File: src/hw/rtl/ipm_pkg.sv
package ipm_pkg;

	// largest image side the line buffers hold
	localparam int MAX_SIDE = 32;
	// width of a row or column index
	localparam int POS_W = $clog2(MAX_SIDE);
	// width of a side value, which can equal MAX_SIDE
	localparam int SIDE_W = $clog2(MAX_SIDE + 1);
	// width of the image_side register
	localparam int CFG_W = 6;
	localparam int MIN_SIDE = 2;

	// 3x3 window: bits 0..2 current row, 3..5 row above, 6..8 two rows above
	localparam int WIN_W = 9;
	localparam logic [WIN_W-1:0] WIN_MASK = 9'h1B6;
	localparam logic [WIN_W-1:0] WIN_ALONE = 9'h010;

	// result queue
	localparam int QDEPTH = 4;
	localparam int QCNT_W = $clog2(QDEPTH + 1);

	localparam int IN_TDATA_W = 8;
	localparam int OUT_FIELDS_W = 2 * POS_W + 2;
	localparam int OUT_TDATA_W = ((OUT_FIELDS_W + 7) / 8) * 8;

	typedef struct packed {
		logic clear;
		logic shift;
	} chain_ctl_t;

	typedef struct packed {
		logic older;
		logic newer;
	} lb_bits_t;

	typedef struct packed {
		logic last;
		logic isolated;
		logic pixel;
		logic [POS_W-1:0] col;
		logic [POS_W-1:0] row;
	} res_t;

	typedef struct packed {
		logic room;
		logic [QCNT_W-1:0] level;
	} q_stat_t;

endpackage

File: src/hw/rtl/ipm_cell.sv
module ipm_cell import ipm_pkg::*; (
	input  logic       clk,
	input  logic       arst_n,
	input  chain_ctl_t ctl,
	input  lb_bits_t   cell_d,
	output lb_bits_t   cell_q
);

	// one column of both line buffers
	always_ff @(posedge clk or negedge arst_n) begin
		if (!arst_n) begin
			cell_q <= '0;
		end else if (ctl.clear) begin
			cell_q <= '0;
		end else if (ctl.shift) begin
			cell_q <= cell_d;
		end
	end

endmodule

File: src/hw/rtl/ipm_line_chain.sv
module ipm_line_chain import ipm_pkg::*; (
	input  logic             clk,
	input  logic             arst_n,
	input  chain_ctl_t       ctl,
	input  logic             pixel,
	input  logic [POS_W-1:0] side_m1,
	output logic             older_tap,
	output logic             newer_tap
);

	lb_bits_t link_d [MAX_SIDE];
	lb_bits_t link_q [MAX_SIDE];
	lb_bits_t tap;

	// a bit leaves the chain exactly one image row after it entered
	assign tap = link_q[side_m1];
	assign older_tap = tap.older;
	assign newer_tap = tap.newer;

	// the row above drops into the older buffer as the new pixel enters
	assign link_d[0] = '{older: tap.newer, newer: pixel};

	genvar g;
	generate
		for (g = 1; g < MAX_SIDE; g++) begin : g_link
			assign link_d[g] = link_q[g-1];
		end
		for (g = 0; g < MAX_SIDE; g++) begin : g_cell
			ipm_cell u_cell (
				.clk    (clk),
				.arst_n (arst_n),
				.ctl    (ctl),
				.cell_d (link_d[g]),
				.cell_q (link_q[g])
			);
		end
	endgenerate

endmodule

File: src/hw/rtl/ipm_window.sv
module ipm_window import ipm_pkg::*; (
	input  logic       clk,
	input  logic       arst_n,
	input  chain_ctl_t ctl,
	input  logic       col_zero,
	input  logic       older,
	input  logic       newer,
	input  logic       pixel,
	output logic       ctr_pixel,
	output logic       ctr_isolated,
	output logic       edge_pixel,
	output logic       edge_isolated
);

	logic [WIN_W-1:0] win_q;
	logic [WIN_W-1:0] win_d;
	logic [WIN_W-1:0] win_edge;
	logic [WIN_W-1:0] win_prev;

	// columns left of the image read as clear
	assign win_prev = col_zero ? '0 : win_q;
	assign win_d = ((win_prev << 1) & WIN_MASK)
		| {2'b00, older, 2'b00, newer, 2'b00, pixel};
	// right edge pixel: shift once more with a clear column on the right
	assign win_edge = (win_d << 1) & WIN_MASK;

	assign ctr_pixel = win_d[4];
	assign ctr_isolated = (win_d == WIN_ALONE);
	assign edge_pixel = win_edge[4];
	assign edge_isolated = (win_edge == WIN_ALONE);

	always_ff @(posedge clk or negedge arst_n) begin
		if (!arst_n) begin
			win_q <= '0;
		end else if (ctl.clear) begin
			win_q <= '0;
		end else if (ctl.shift) begin
			win_q <= win_d;
		end
	end

endmodule

File: src/hw/rtl/ipm_out_queue.sv
module ipm_out_queue import ipm_pkg::*; (
	input  logic       clk,
	input  logic       arst_n,
	input  logic [1:0] push_n,
	input  res_t       res0,
	input  res_t       res1,
	input  logic       m_ready,
	output logic       m_valid,
	output res_t       head,
	output q_stat_t    stat
);

	res_t ent_q [QDEPTH];
	res_t ent_d [QDEPTH];
	logic [QCNT_W-1:0] cnt_q;
	logic [QCNT_W-1:0] base;
	logic pop;

	assign m_valid = (cnt_q != '0);
	assign pop = m_valid & m_ready;
	assign head = ent_q[0];
	assign base = cnt_q - QCNT_W'(pop);
	// room for two results whatever the receiver does this cycle
	assign stat.room = (cnt_q <= QCNT_W'(QDEPTH - 2));
	assign stat.level = cnt_q;

	always_comb begin
		for (int i = 0; i < QDEPTH - 1; i++) begin
			ent_d[i] = pop ? ent_q[i+1] : ent_q[i];
		end
		ent_d[QDEPTH-1] = ent_q[QDEPTH-1];
		for (int i = 0; i < QDEPTH; i++) begin
			if ((push_n != 2'd0) && (QCNT_W'(i) == base)) begin
				ent_d[i] = res0;
			end
			if ((push_n == 2'd2) && (QCNT_W'(i) == base + QCNT_W'(1))) begin
				ent_d[i] = res1;
			end
		end
	end

	always_ff @(posedge clk) begin
		ent_q <= ent_d;
	end

	always_ff @(posedge clk or negedge arst_n) begin
		if (!arst_n) begin
			cnt_q <= '0;
		end else begin
			cnt_q <= base + QCNT_W'(push_n);
		end
	end

`ifndef SYNTHESIS
	a_cnt_bound: assert property (@(posedge clk) disable iff (!arst_n)
		cnt_q <= QCNT_W'(QDEPTH))
		else $error("result queue count out of range");

	a_no_overflow: assert property (@(posedge clk) disable iff (!arst_n)
		(push_n != 2'd0) |-> ({1'b0, base} + (QCNT_W+1)'(push_n) <= (QCNT_W+1)'(QDEPTH)))
		else $error("result queue overflow");
`endif

endmodule

File: src/hw/rtl/isolated_pixel_marker.sv
// isolated pixel marker, 3x3 neighborhood on a square binary image
//
// input channel s_*: one pixel per item in raster order, s_tdata[0] is the
// pixel, s_tlast marks the final pixel of the image. s_tlast on any other
// pixel drops the image in progress; no further results come for it.
// output channel m_*: one result per pixel in raster order with its row,
// column, value and isolated flag; m_tlast marks the bottom-right pixel.
// cfg_we/cfg_wdata set the image side (clamped to 2..32) and restart the
// image; write it only while the block is idle.
//
// a result for pixel (r-1, c-1) appears in the cycle after pixel (r, c) is
// accepted, given an empty result queue. outside the flush, and while the
// receiver keeps up, the block takes one pixel per cycle: the four-entry
// result queue soaks up the two results at each row end in the slot left
// by the first pixel of the next row. after the final pixel a flush runs
// one step per column of the last row, during which s_tready is low and
// the last row drains from the line chain. when the receiver stalls the
// queue fills and s_tready drops once fewer than two entries are free.
// reset sets the side to 32 and clears the line chain, window and position.
module isolated_pixel_marker import ipm_pkg::*; (
	input  logic                   clk,
	input  logic                   arst_n,
	input  logic                   cfg_we,
	input  logic [CFG_W-1:0]       cfg_wdata,   // image_side
	input  logic                   s_tvalid,
	output logic                   s_tready,
	input  logic [IN_TDATA_W-1:0]  s_tdata,     // [0] pixel_in
	input  logic                   s_tlast,     // end_of_image
	output logic                   m_tvalid,
	input  logic                   m_tready,
	output logic [OUT_TDATA_W-1:0] m_tdata,     // row_out, col_out, pixel_out, isolated
	output logic                   m_tlast      // last_out
);

	logic [SIDE_W-1:0] side_q;
	logic [POS_W-1:0]  row_q;
	logic [POS_W-1:0]  col_q;
	logic              flush_q;

	logic [POS_W-1:0]  side_m1;
	logic              accept;
	logic              final_pix;
	logic              drop;
	logic              step;
	logic              last_col;
	logic              flush_end;
	logic              has_row;
	logic              k_ctr;
	logic              k_edge;
	logic              pixel;
	logic              older_tap;
	logic              newer_tap;
	logic              ctr_pixel;
	logic              ctr_isolated;
	logic              edge_pixel;
	logic              edge_isolated;
	logic [1:0]        push_n;
	chain_ctl_t        ctl;
	q_stat_t           stat;
	res_t              res_ctr;
	res_t              res_edge;
	res_t              head;

	// register value outside 2..MAX_SIDE is pulled to the nearest end
	function automatic logic [SIDE_W-1:0] side_clamp(input logic [CFG_W-1:0] v);
		logic [SIDE_W-1:0] s;
		if (v < CFG_W'(MIN_SIDE)) begin
			s = SIDE_W'(MIN_SIDE);
		end else if (v > CFG_W'(MAX_SIDE)) begin
			s = SIDE_W'(MAX_SIDE);
		end else begin
			s = SIDE_W'(v);
		end
		return s;
	endfunction

	assign side_m1 = POS_W'(side_q - SIDE_W'(1));
	assign last_col = (col_q == side_m1);
	assign final_pix = (row_q == side_m1) && last_col;

	// no input during the flush of the last row
	assign s_tready = stat.room & ~flush_q;
	assign accept = s_tvalid & s_tready;
	// early end of image: throw the image away
	assign drop = accept & s_tlast & ~final_pix;
	// a step is a real pixel or a clear pixel of the virtual row below the image
	assign step = (accept & ~drop) | (flush_q & stat.room);
	assign flush_end = flush_q & stat.room & last_col;

	assign ctl.shift = step;
	assign ctl.clear = cfg_we | drop | flush_end;
	assign pixel = flush_q ? 1'b0 : s_tdata[0];

	// nothing to report while the first row streams in
	assign has_row = flush_q | (row_q != '0);
	assign k_ctr = step & has_row & (col_q != '0);
	assign k_edge = step & has_row & last_col;
	// the edge result always comes with a center result
	assign push_n = {k_edge, k_ctr & ~k_edge};

	ipm_line_chain u_chain (
		.clk       (clk),
		.arst_n    (arst_n),
		.ctl       (ctl),
		.pixel     (pixel),
		.side_m1   (side_m1),
		.older_tap (older_tap),
		.newer_tap (newer_tap)
	);

	ipm_window u_window (
		.clk           (clk),
		.arst_n        (arst_n),
		.ctl           (ctl),
		.col_zero      (col_q == '0),
		.older         (older_tap),
		.newer         (newer_tap),
		.pixel         (pixel),
		.ctr_pixel     (ctr_pixel),
		.ctr_isolated  (ctr_isolated),
		.edge_pixel    (edge_pixel),
		.edge_isolated (edge_isolated)
	);

	// center of the window sits one row up and one column left, but in the
	// flush the row counter already holds the last image row
	assign res_ctr.row = flush_q ? row_q : row_q - POS_W'(1);
	assign res_ctr.col = col_q - POS_W'(1);
	assign res_ctr.pixel = ctr_pixel;
	assign res_ctr.isolated = ctr_isolated;
	assign res_ctr.last = 1'b0;

	// right edge pixel of the same row
	assign res_edge.row = res_ctr.row;
	assign res_edge.col = col_q;
	assign res_edge.pixel = edge_pixel;
	assign res_edge.isolated = edge_isolated;
	assign res_edge.last = flush_q;

	ipm_out_queue u_queue (
		.clk     (clk),
		.arst_n  (arst_n),
		.push_n  (push_n),
		.res0    (res_ctr),
		.res1    (res_edge),
		.m_ready (m_tready),
		.m_valid (m_tvalid),
		.head    (head),
		.stat    (stat)
	);

	assign m_tdata = {{(OUT_TDATA_W - OUT_FIELDS_W){1'b0}},
		head.isolated, head.pixel, head.col, head.row};
	assign m_tlast = head.last;

	// side register, raster position and flush flag
	always_ff @(posedge clk or negedge arst_n) begin
		if (!arst_n) begin
			side_q <= SIDE_W'(MAX_SIDE);
			row_q <= '0;
			col_q <= '0;
			flush_q <= 1'b0;
		end else if (cfg_we) begin
			side_q <= side_clamp(cfg_wdata);
			row_q <= '0;
			col_q <= '0;
			flush_q <= 1'b0;
		end else if (drop || flush_end) begin
			row_q <= '0;
			col_q <= '0;
			flush_q <= 1'b0;
		end else if (step) begin
			if (flush_q) begin
				col_q <= col_q + POS_W'(1);
			end else if (final_pix) begin
				// final pixel starts the flush of the last row
				flush_q <= 1'b1;
				col_q <= '0;
			end else if (last_col) begin
				col_q <= '0;
				row_q <= row_q + POS_W'(1);
			end else begin
				col_q <= col_q + POS_W'(1);
			end
		end
	end

`ifndef SYNTHESIS
	a_flush_blocks_input: assert property (@(posedge clk) disable iff (!arst_n)
		flush_q |-> !s_tready)
		else $error("pixel accepted during flush");

	a_flush_ends_clean: assert property (@(posedge clk) disable iff (!arst_n)
		flush_end |=> (!flush_q && row_q == '0 && col_q == '0))
		else $error("flush did not restart the image");
`endif

endmodule
File: config.mk
export PLATFORM = sky130hd
export DESIGN_NAME = isolated_pixel_marker
export DESIGN_NICKNAME = d
export VERILOG_FILES = /design/src/hw/rtl/ipm_pkg.sv /design/src/hw/rtl/ipm_cell.sv /design/src/hw/rtl/ipm_line_chain.sv /design/src/hw/rtl/ipm_window.sv /design/src/hw/rtl/ipm_out_queue.sv /design/src/hw/rtl/isolated_pixel_marker.sv
export SDC_FILE = /design/constraint.sdc
export NUM_CORES = 1
export LEC_CHECK = 0
export ABC_AREA = 1
export BUFFER_PORTS_ARGS = -buffer_cell sky130_fd_sc_hd__buf_2
export CORE_MARGIN = 2
export CORE_UTILIZATION = 57
export CTS_BUF_LIST = sky130_fd_sc_hd__clkbuf_8
export DETAILED_ROUTE_END_ITERATION = 10
export PLACE_DENSITY = 0.81
export SKIP_CTS_REPAIR_TIMING = 1
export SYNTH_ARGS = -nofsm -noshare
export SYNTH_HDL_FRONTEND = slang
export SYNTH_HIERARCHICAL = 1
export SYNTH_SLANG_ARGS = --single-unit
File: constraint.sdc
create_clock -name clk -period 3.7 [get_ports clk]
set_input_delay 0.555 -clock clk [delete_from_list [all_inputs] [get_ports clk]]
set_output_delay 0.555 -clock clk [all_outputs]
set_load 0.01 [all_outputs]
After elaboration in Yosys (flattened, before gate mapping). Index checks and enable logic that the tools add are counted.

Output and inout port bits: 19. Bits in registers: 143.

Add/subtract/negate cells: 8. Eq/ne operators: 13. Multiplexer cells: 102. Bitwise operators: 22. Order comparisons: 4. Reduce and logical (&&, ||, !) cells: 25.

Operators by type and width (count): 13-bit two-way mux (11); 2-bit two-way mux (66); 5-bit two-way mux (15); 8-bit two-way mux (3); 3-bit nonzero test (6); 5-bit by 1-bit subtractor with 5-bit output (second input constant) (3); 1-bit bitwise AND (12); 2-bit by 3-bit == test with 1-bit output (first input constant) (4); 5-bit by 1-bit adder with 5-bit output (second input constant) (2); 2-bit binary-select mux with 5-bit select (1); 5-bit == test (2); 5-bit nonzero test (2); 9-bit by 5-bit == test with 1-bit output (second input constant) (1); 1-bit logical AND (9); 9-bit by 7-bit bitwise OR with 9-bit output (1); 1-bit by 3-bit == test with 1-bit output (first input constant) (2); 6-bit by 3-bit == test with 1-bit output (second input constant) (1); 6-bit >= comparator (second input constant) (1); 6-bit greater-than comparator (second input constant) (1); 3-bit zero test (2); 6-bit by 2-bit less-than comparator with 1-bit output (second input constant) (1); 1-bit two-way mux (6); 3-bit by 2-bit != test with 1-bit output (second input constant) (2); 5-bit NOT with 6-bit output (1); 11 further kinds (19).

Depth between registers and ports, before layout. Gate-level depths: netlist of run 1.

Depth in word-level cells: 16. Gate-level depth with buffers: 22. Mapped depth without buffers: 21.

Modules after synthesis. Netlist of run 1, hierarchy kept.

By module, submodules not included: ipm_out_queue (area an instance 3266.9 um^2, times used 1, cells an instance 403); ipm_cell (area an instance 85.1 um^2, times used 32, cells an instance 10); isolated_pixel_marker (area an instance 1534.0 um^2, times used 1, cells an instance 222); ipm_line_chain (area an instance 749.5 um^2, times used 1, cells an instance 154); ipm_window (area an instance 315.3 um^2, times used 1, cells an instance 38).

Worst setup path before layout of run 1. OpenSTA, ideal clock, no wires.

Kind: reg2reg. Start: register side_q[0]. End: register u_queue/ent_q[26] (netlist bit), enable pin. Slack: -0.138 ns. Clock period less this slack: 3.838 ns. Setup time: 0.367 ns. Data required time: 3.333 ns. Buffers on the path: 1. Cell stages (with the launch flop): 21. Arrival: 3.470 ns. Cell sequence: dfrtp_1 -> inv_2 -> ha_1 -> nand2_1 -> inv_1 -> nor2_1 -> nand2_1 -> nor2_2 -> nand3_4 -> nor2_8 -> nand2_2 -> nand2_4 -> nand2_4 -> nand2_8 -> nand2_2 -> nor3_2 -> nand2_1 -> nor2_4 -> nand3_2 -> buf_1 -> nand3_1.

RTL lines: start, declared (RTL line isolated_pixel_marker.sv:35) `logic [SIDE_W-1:0] side_q;`; start signal, assigned (RTL line isolated_pixel_marker.sv:159) `side_q <= SIDE_W'(MAX_SIDE);`; start signal, assigned (RTL line isolated_pixel_marker.sv:164) `side_q <= side_clamp(cfg_wdata);`; end signal, assigned (RTL line ipm_out_queue.sv:43) `ent_q <= ent_d;`; end, declared (RTL line ipm_out_queue.sv:13) `res_t ent_q [QDEPTH];`.

==> results of run 1 <==
worst reg2reg max path, stage by stage (launching register included):
cell and delay (ns):
dfrtp_1 0.40, inv_1 0.08, nand3_1 0.17, nand2_1 0.46
inv_1 0.10, ha_1 0.20, ha_1 0.39, nor2_1 0.25
ha_1 0.28, nand2_1 0.11, nor2_4 0.06, nand3_2 0.12
buf_4 0.22, clkinv_2 0.20, nand2_1 0.11, nand2_1 0.07
flip-flops by register name (all words and copies together), names as in the netlist:
signal / count
side_q: 5
u_queue/ent_q: 39
flush_q: 1
u_window/win_q: 6
row_q: 5
col_q: 5
u_queue/head: 13
u_chain/g_cell.u_cell/cell_q: 64
u_queue/cnt_q: 3
metal layers:
| layer | wire, µm | vias to the layer above | track usage |
|---|---|---|---|
| li1 | - | 3655 | - |
| met1 | 8010 | 3352 | 0.320 |
| met2 | 8320 | 259 | 0.371 |
| met3 | 1230 | 30 | 0.0472 |
| met4 | 294 | 0 | 0.0827 |
| met5 | 0 | - | 0 |
layout by cell type (no fill, tap or decap), types with 3 or more instances in the layout:
master      Yosys  final
a21oi_1        26     26
buf_2          14     26
buf_4          21     23
clkbuf_8        0     17
clkinv_2        0      5
clkinv_4        0      3
clkinvlp_4      0      4
conb_1          1      5
dfrtp_1        89     89
edfxtp_1       52     52
ha_1           11     11
inv_1         127    127
inv_2           9      8
nand2_1       381    379
nand2_2        21     22
nand2_4         4      5
nand3_1       233    230
nand3_2         3      3
nand3_4         1      5
nand4_1         4      4
nor2_1         38     38
nor2_2         36     36
nor2_4          4      4
o21ai_0         9      9
o21ai_2         3      3
o22ai_1         4      4
xnor2_1         5      5
xor2_1         10     10
worst max path at each step:
stage | start | end | slack [ns] | cells past startpoint
global route | side_q[0] | u_queue/ent_q[23] | -0.03 | 22
finish | u_queue/cnt_q[2] | u_queue/ent_q[17] | 0.24 | 15
floorplan | side_q[0] | u_queue/ent_q[26] | 0.03 | 20
CTS | side_q[0] | u_queue/ent_q[23] | 0.16 | 19
detailed placement | side_q[0] | u_queue/ent_q[23] | 0.20 | 19
global placement | side_q[0] | u_queue/ent_q[23] | 0.24 | 19
stage by stage:
step	worst slack, ns	instance area, µm²	total power (W)	instances
2_1_floorplan	0.0334	8620	0.00279	1141
3_3_place_gp	0.237	8740	0.00300	1317
3_5_place_dp	0.202	8740	0.00304	1317
4_1_cts	0.158	9100	0.00418	1349
5_1_grt	-0.0280	9200	0.00443	1355
6_report	0.242	9200	0.00419	1355
power groups by stage:
stage	logic [W]	registers [W]	clock network, W
after CTS	0.00120	0.00181	0.00117
after floorplan	0.000956	0.00183	0
final	0.00123	0.00181	0.00114
after detailed placement	0.00119	0.00185	0
after global routing	0.00137	0.00183	0.00123
after global placement	0.00116	0.00184	0
final cells by class:
class / instances / area, µm² / area share
clock buffers: 17 / 234 / 0.0254
clock inverters: 15 / 124 / 0.0135
inverters: 138 / 531 / 0.0576
multi-input cells: 809 / 3960 / 0.430
flip-flops and latches: 141 / 3790 / 0.412
well taps: 184 / 230 / 0.0250
repair buffers: 51 / 334 / 0.0363
logic make-up after synthesis:
| family | after synthesis | share of synthesized area |
|---|---|---|
| AND/OR/NAND/NOR | 732 | 0.389 |
| XOR/XNOR | 15 | 0.0153 |
| buffers and inverters | 192 | 0.108 |
| flip-flops | 141 | 0.441 |
| other | 1 | 0.000437 |
| adder cells (fa/ha/maj) | 12 | 0.0184 |
| AO/OA/AOI/OAI | 44 | 0.0278 |
==> results.cfg, run 1 <==
[status]
status = complete, no violations

[synth]
ys_top_cells_by_count = nand2_1, nand3_1, inv_1
syn-cell-area_um2 = 8590
yosys.area.top_type = dfrtp_1
yosysUniqueCellTypes = 38
ys.flop_type = dfrtp_1
synth-seq-cells = 141
synth.avg_cell_area_um2 = 7.55
syn_inst = 1137
yosysWarnings = 6
synth_top_area_frac = 0.259
synth_edf_count = 52
yosys-top-cells-area = dfrtp_1, edfxtp_1, nand2_1
yosysMostFrequentCell = nand2_1
postSynth.asyncResetShare = 0.631
yosysSeqAreaShare = 0.441

[route]
drc = 0
drt_first_iter_violations = 729
num_vias = 7296
postRouteAntennaNets = 0
detail_route.wl_per_cell_um = 13.2
totalWireLength_um = 17900
via_per_inst = 5.38
firstDrtPassIters = 6

[timing]
final-max-slew-violation-count = 0
hold_viol = 0
skew_ns = 0.0101
finalCritPeriodShare = 0.934
hold_ws_ns = 0.271
worstMarginPinSlew_ns = 1.07
rsz0062_at_grt = true
setup_viol = 0
fin_setup_tns_ns = 0
max_slew_margin = 0.288
fin_crit_ns = 3.46
fmax_ghz = 0.289

[clocking]
cts_tree = yes
h-tree-depth = 4
clock-root-buffer = clkbuf_8
numCtsBuffers = 17
clkTransAtPathRegs_ns = 0.08
cts_sinks = 141
cts_buffer_depth = 2
worstSkewPairLatency_ns = 0.46

[floorplanning]
start_util = 0.586
core_um2 = 14600
die_area_um2 = 16100
rows = 44
die_y_um = 127
fp.dieW_um = 127
ios = 39

[pwr]
power_frac_clock = 0.272
p_leak_nw = 4.83
ir_drop_mv = 0.280
power_frac_comb = 0.295
switching_share = 0.374
pwr-share-seq = 0.433
p_switching_w = 0.00157
internal_power_w = 0.00262
power.density_nw_per_um2 = 455

[critical_path]
path_buf_inv = 4
cpLargestDelayFamily = simple AND/OR/NAND/NOR gates
worst_setup_path_end_kind = flop
start_kind = flop
worstPathArrival_ns = 3.67
setup.worst_path.class = flop to flop
critPathMostFrequentCell = nand2_1
reg2reg_depth = 15
cpPeakStageDelay_ns = 0.46
cpMaxStageDelayCell = nand2_1
ff2ff_setup_slack_ns = 0.24
cp_cell_sequence = inv_1 > nand3_1 > nand2_1 > inv_1 > ha_1 > ha_1 > nor2_1 > ha_1 > nand2_1 > nor2_4 > nand3_2 > buf_4 > clkinv_2 > nand2_1 > nand2_1
r2r-end = u_queue/ent_q[17]
cp_max_fo = 14
worst-endpoint-required_ns = 3.92
r2r_start = u_queue/cnt_q[2]

[finish]
area_growth_pct = 7.15
nets = 1190
num-fill-cells = 1244
final_util = 0.628
num_antenna_cells = 0
drive_gt1_frac = 0.150

[worst_hold_path]
min_path_type = primary input to asynchronous set/reset pin

[place]
dp_hpwl_um = 12300
port_buffers = 27
routabilityCongestion = 0.872

[grt]
grt_overflow = 0
grt_max_degree = 87
grt_pass1_wl_um = 30500
antenna_found_initial = 0
track_usage = 0.233
grt_pass1_vias = 6492

[job]
drv_cap = 0
Note: power is estimated with default switching activity, not from simulation.
==> run 2, diff against run 1 <==
--- a/config.mk
+++ b/config.mk
@@ -7,6 +7,7 @@
 export LEC_CHECK = 0
 export ABC_AREA = 1
 export BUFFER_PORTS_ARGS = -buffer_cell sky130_fd_sc_hd__buf_2
+export CORE_ASPECT_RATIO = 1.4
 export CORE_MARGIN = 2
 export CORE_UTILIZATION = 57
 export CTS_BUF_LIST = sky130_fd_sc_hd__clkbuf_8
==> run 2 against run 1 <==
  * Via count down 0.85%
  * Non-clock buffer count up 1
  * Total power down 0.65%
  * Sequential power about the same
  * Hold slack worse by 0.10 ns
  * Critical path depth up 7
  * Clock power about the same
  * Critical path type unchanged
  * Largest power group unchanged
==> results.cfg, run 2 (synthesized netlist as in run 1, its figures left out) <==
[critical_path]
worst_setup_path_end_kind = flop
r2r-end = u_queue/ent_q[29]
worst-endpoint-required_ns = 4.01
setup.worst_path.class = flop to flop
crit_end = u_queue/ent_q[29]
critPathLaunch = side_q[0]
start_kind = flop
cp_max_fo = 14
reg2reg_depth = 22
ff2ff_setup_slack_ns = 0.25
r2r_start = side_q[0]
worstPathArrival_ns = 3.76

[finish]
layout_common_cells = nand2_1, nand3_1, inv_1, dfrtp_1, edfxtp_1
num_antenna_cells = 0
drive_gt1_frac = 0.146
num-fill-cells = 1335
final_area_um2 = 9190
final_common_cell = nand2_1
top_register = u_chain/g_cell.u_cell/cell_q
area_growth_pct = 6.99
largest_reg_flops = 64
nets = 1190

[floorplanning]
die_area_um2 = 16100
start_util = 0.578
fp.dieW_um = 108
core_um2 = 14900
rows = 53
ios = 39
die_y_um = 149

[timing]
final-max-slew-violation-count = 0
skew_ns = 0.0118
setup_viol = 0
rsz0062_at_grt = false
fin_setup_tns_ns = 0
fmax_ghz = 0.290
fin_crit_ns = 3.45
max_slew_margin = 0.514
hold_viol = 0
worstMarginPinSlew_ns = 0.729
finalCritPeriodShare = 0.932

[route]
via_per_inst = 5.31
drc = 0
postRouteAntennaNets = 0
drt_first_iter_violations = 415
num_vias = 7234
firstDrtPassIters = 5
detail_route.wl_per_cell_um = 13.4
totalWireLength_um = 18200

[grt]
antenna_found_initial = 0
grt_pass1_wl_um = 30800
track_usage = 0.238
grt_max_degree = 77
grt_pass1_vias = 6910
grt_overflow = 0

[worst_hold_path]
min_path_type = primary input to asynchronous set/reset pin

[clocking]
numCtsBuffers = 17
clkTransAtPathRegs_ns = 0.08
clock-root-buffer = clkbuf_8
cts_sinks = 141
cts_tree = yes
worstSkewPairLatency_ns = 0.44
h-tree-depth = 4
cts_buffer_depth = 2

[pwr]
p_leak_nw = 4.84
power.density_nw_per_um2 = 453
ir_drop_mv = 0.288

[place]
port_buffers = 27
dp_hpwl_um = 13300
routabilityCongestion = 0.877
place_area_um2 = 8810

[status]
status = complete, no violations

[job]
drv_cap = 0
==> run 2: metal layers <==
layer / share of wire / GRT usage
met2: 0.55 / 0.440
met4: 0.022 / 0.107
met5: 0 / 0
met1: 0.39 / 0.265
met3: 0.035 / 0.0371
==> run 2: how the worst min path moves through the flow <==
| stage | start | endpoint | slack [ns] |
|---|---|---|---|
| floorplan | arst_n | col_q[0] | 0.26 |
| global placement | u_chain/g_cell[31].u_cell/cell_q[0] | u_chain/g_cell[31].u_cell/cell_q[0] | 0.46 |
| detailed placement | u_chain/g_cell[31].u_cell/cell_q[0] | u_chain/g_cell[31].u_cell/cell_q[0] | 0.47 |
| CTS | arst_n | u_chain/g_cell[10].u_cell/cell_q[0] | 0.17 |
| global route | arst_n | u_chain/g_cell[10].u_cell/cell_q[0] | 0.21 |
| finish | arst_n | u_chain/g_cell[10].u_cell/cell_q[0] | 0.17 |
==> run 2: where the power goes <==
part	total (W)	switching (W)	internal, W
sequential	0.00181	0.0000503	0.00176
combinational	0.00121	0.000872	0.000339
clock	0.00114	0.000608	0.000529
total	0.00416	0.00153	0.00263
==> run 2: stage by stage <==
| stage | worst slack (ns) | power, W | cells | util | hold WS [ns] |
|---|---|---|---|---|---|
| 3_5_place_dp | 0.141 | 0.00304 | 1331 | 0.593 | 0.465 |
| 5_1_grt | 0.00625 | 0.00440 | 1363 | 0.619 | 0.208 |
| 3_3_place_gp | 0.178 | 0.00301 | 1331 | 0.593 | 0.459 |
| 4_1_cts | 0.121 | 0.00418 | 1363 | 0.617 | 0.175 |
| 2_1_floorplan | 0.0334 | 0.00279 | 1141 | - | 0.259 |
| 6_report | 0.250 | 0.00416 | 1363 | 0.619 | 0.167 |
==> run 2: final cells by class <==
type	count	area [µm²]	area share
Clock inverter	15	124	0.0135
Inverter	138	526	0.0572
Clock buffer	17	234	0.0255
Sequential cell	141	3790	0.412
Tap cell	192	240	0.0261
Timing Repair Buffer	52	354	0.0385
Multi-Input combinational cell	808	3920	0.427
==> run 2: critical path: stages, from the launching register on <==
cell,delay [ns]
dfrtp_1,0.43
inv_2,0.10
ha_1,0.39
nand2_1,0.10
inv_1,0.04
nor2_1,0.08
nand2_1,0.07
nor2_2,0.15
nand3_4,0.14
nor2_8,0.11
nand2_2,0.07
nand2_4,0.09
nand2_4,0.09
nand2_8,0.07
nand2_2,0.08
nor3_4,0.27
nand2_1,0.16
nor2_4,0.16
nand3_2,0.12
buf_4,0.22
inv_2,0.21
nand2_1,0.08
nand2_1,0.09
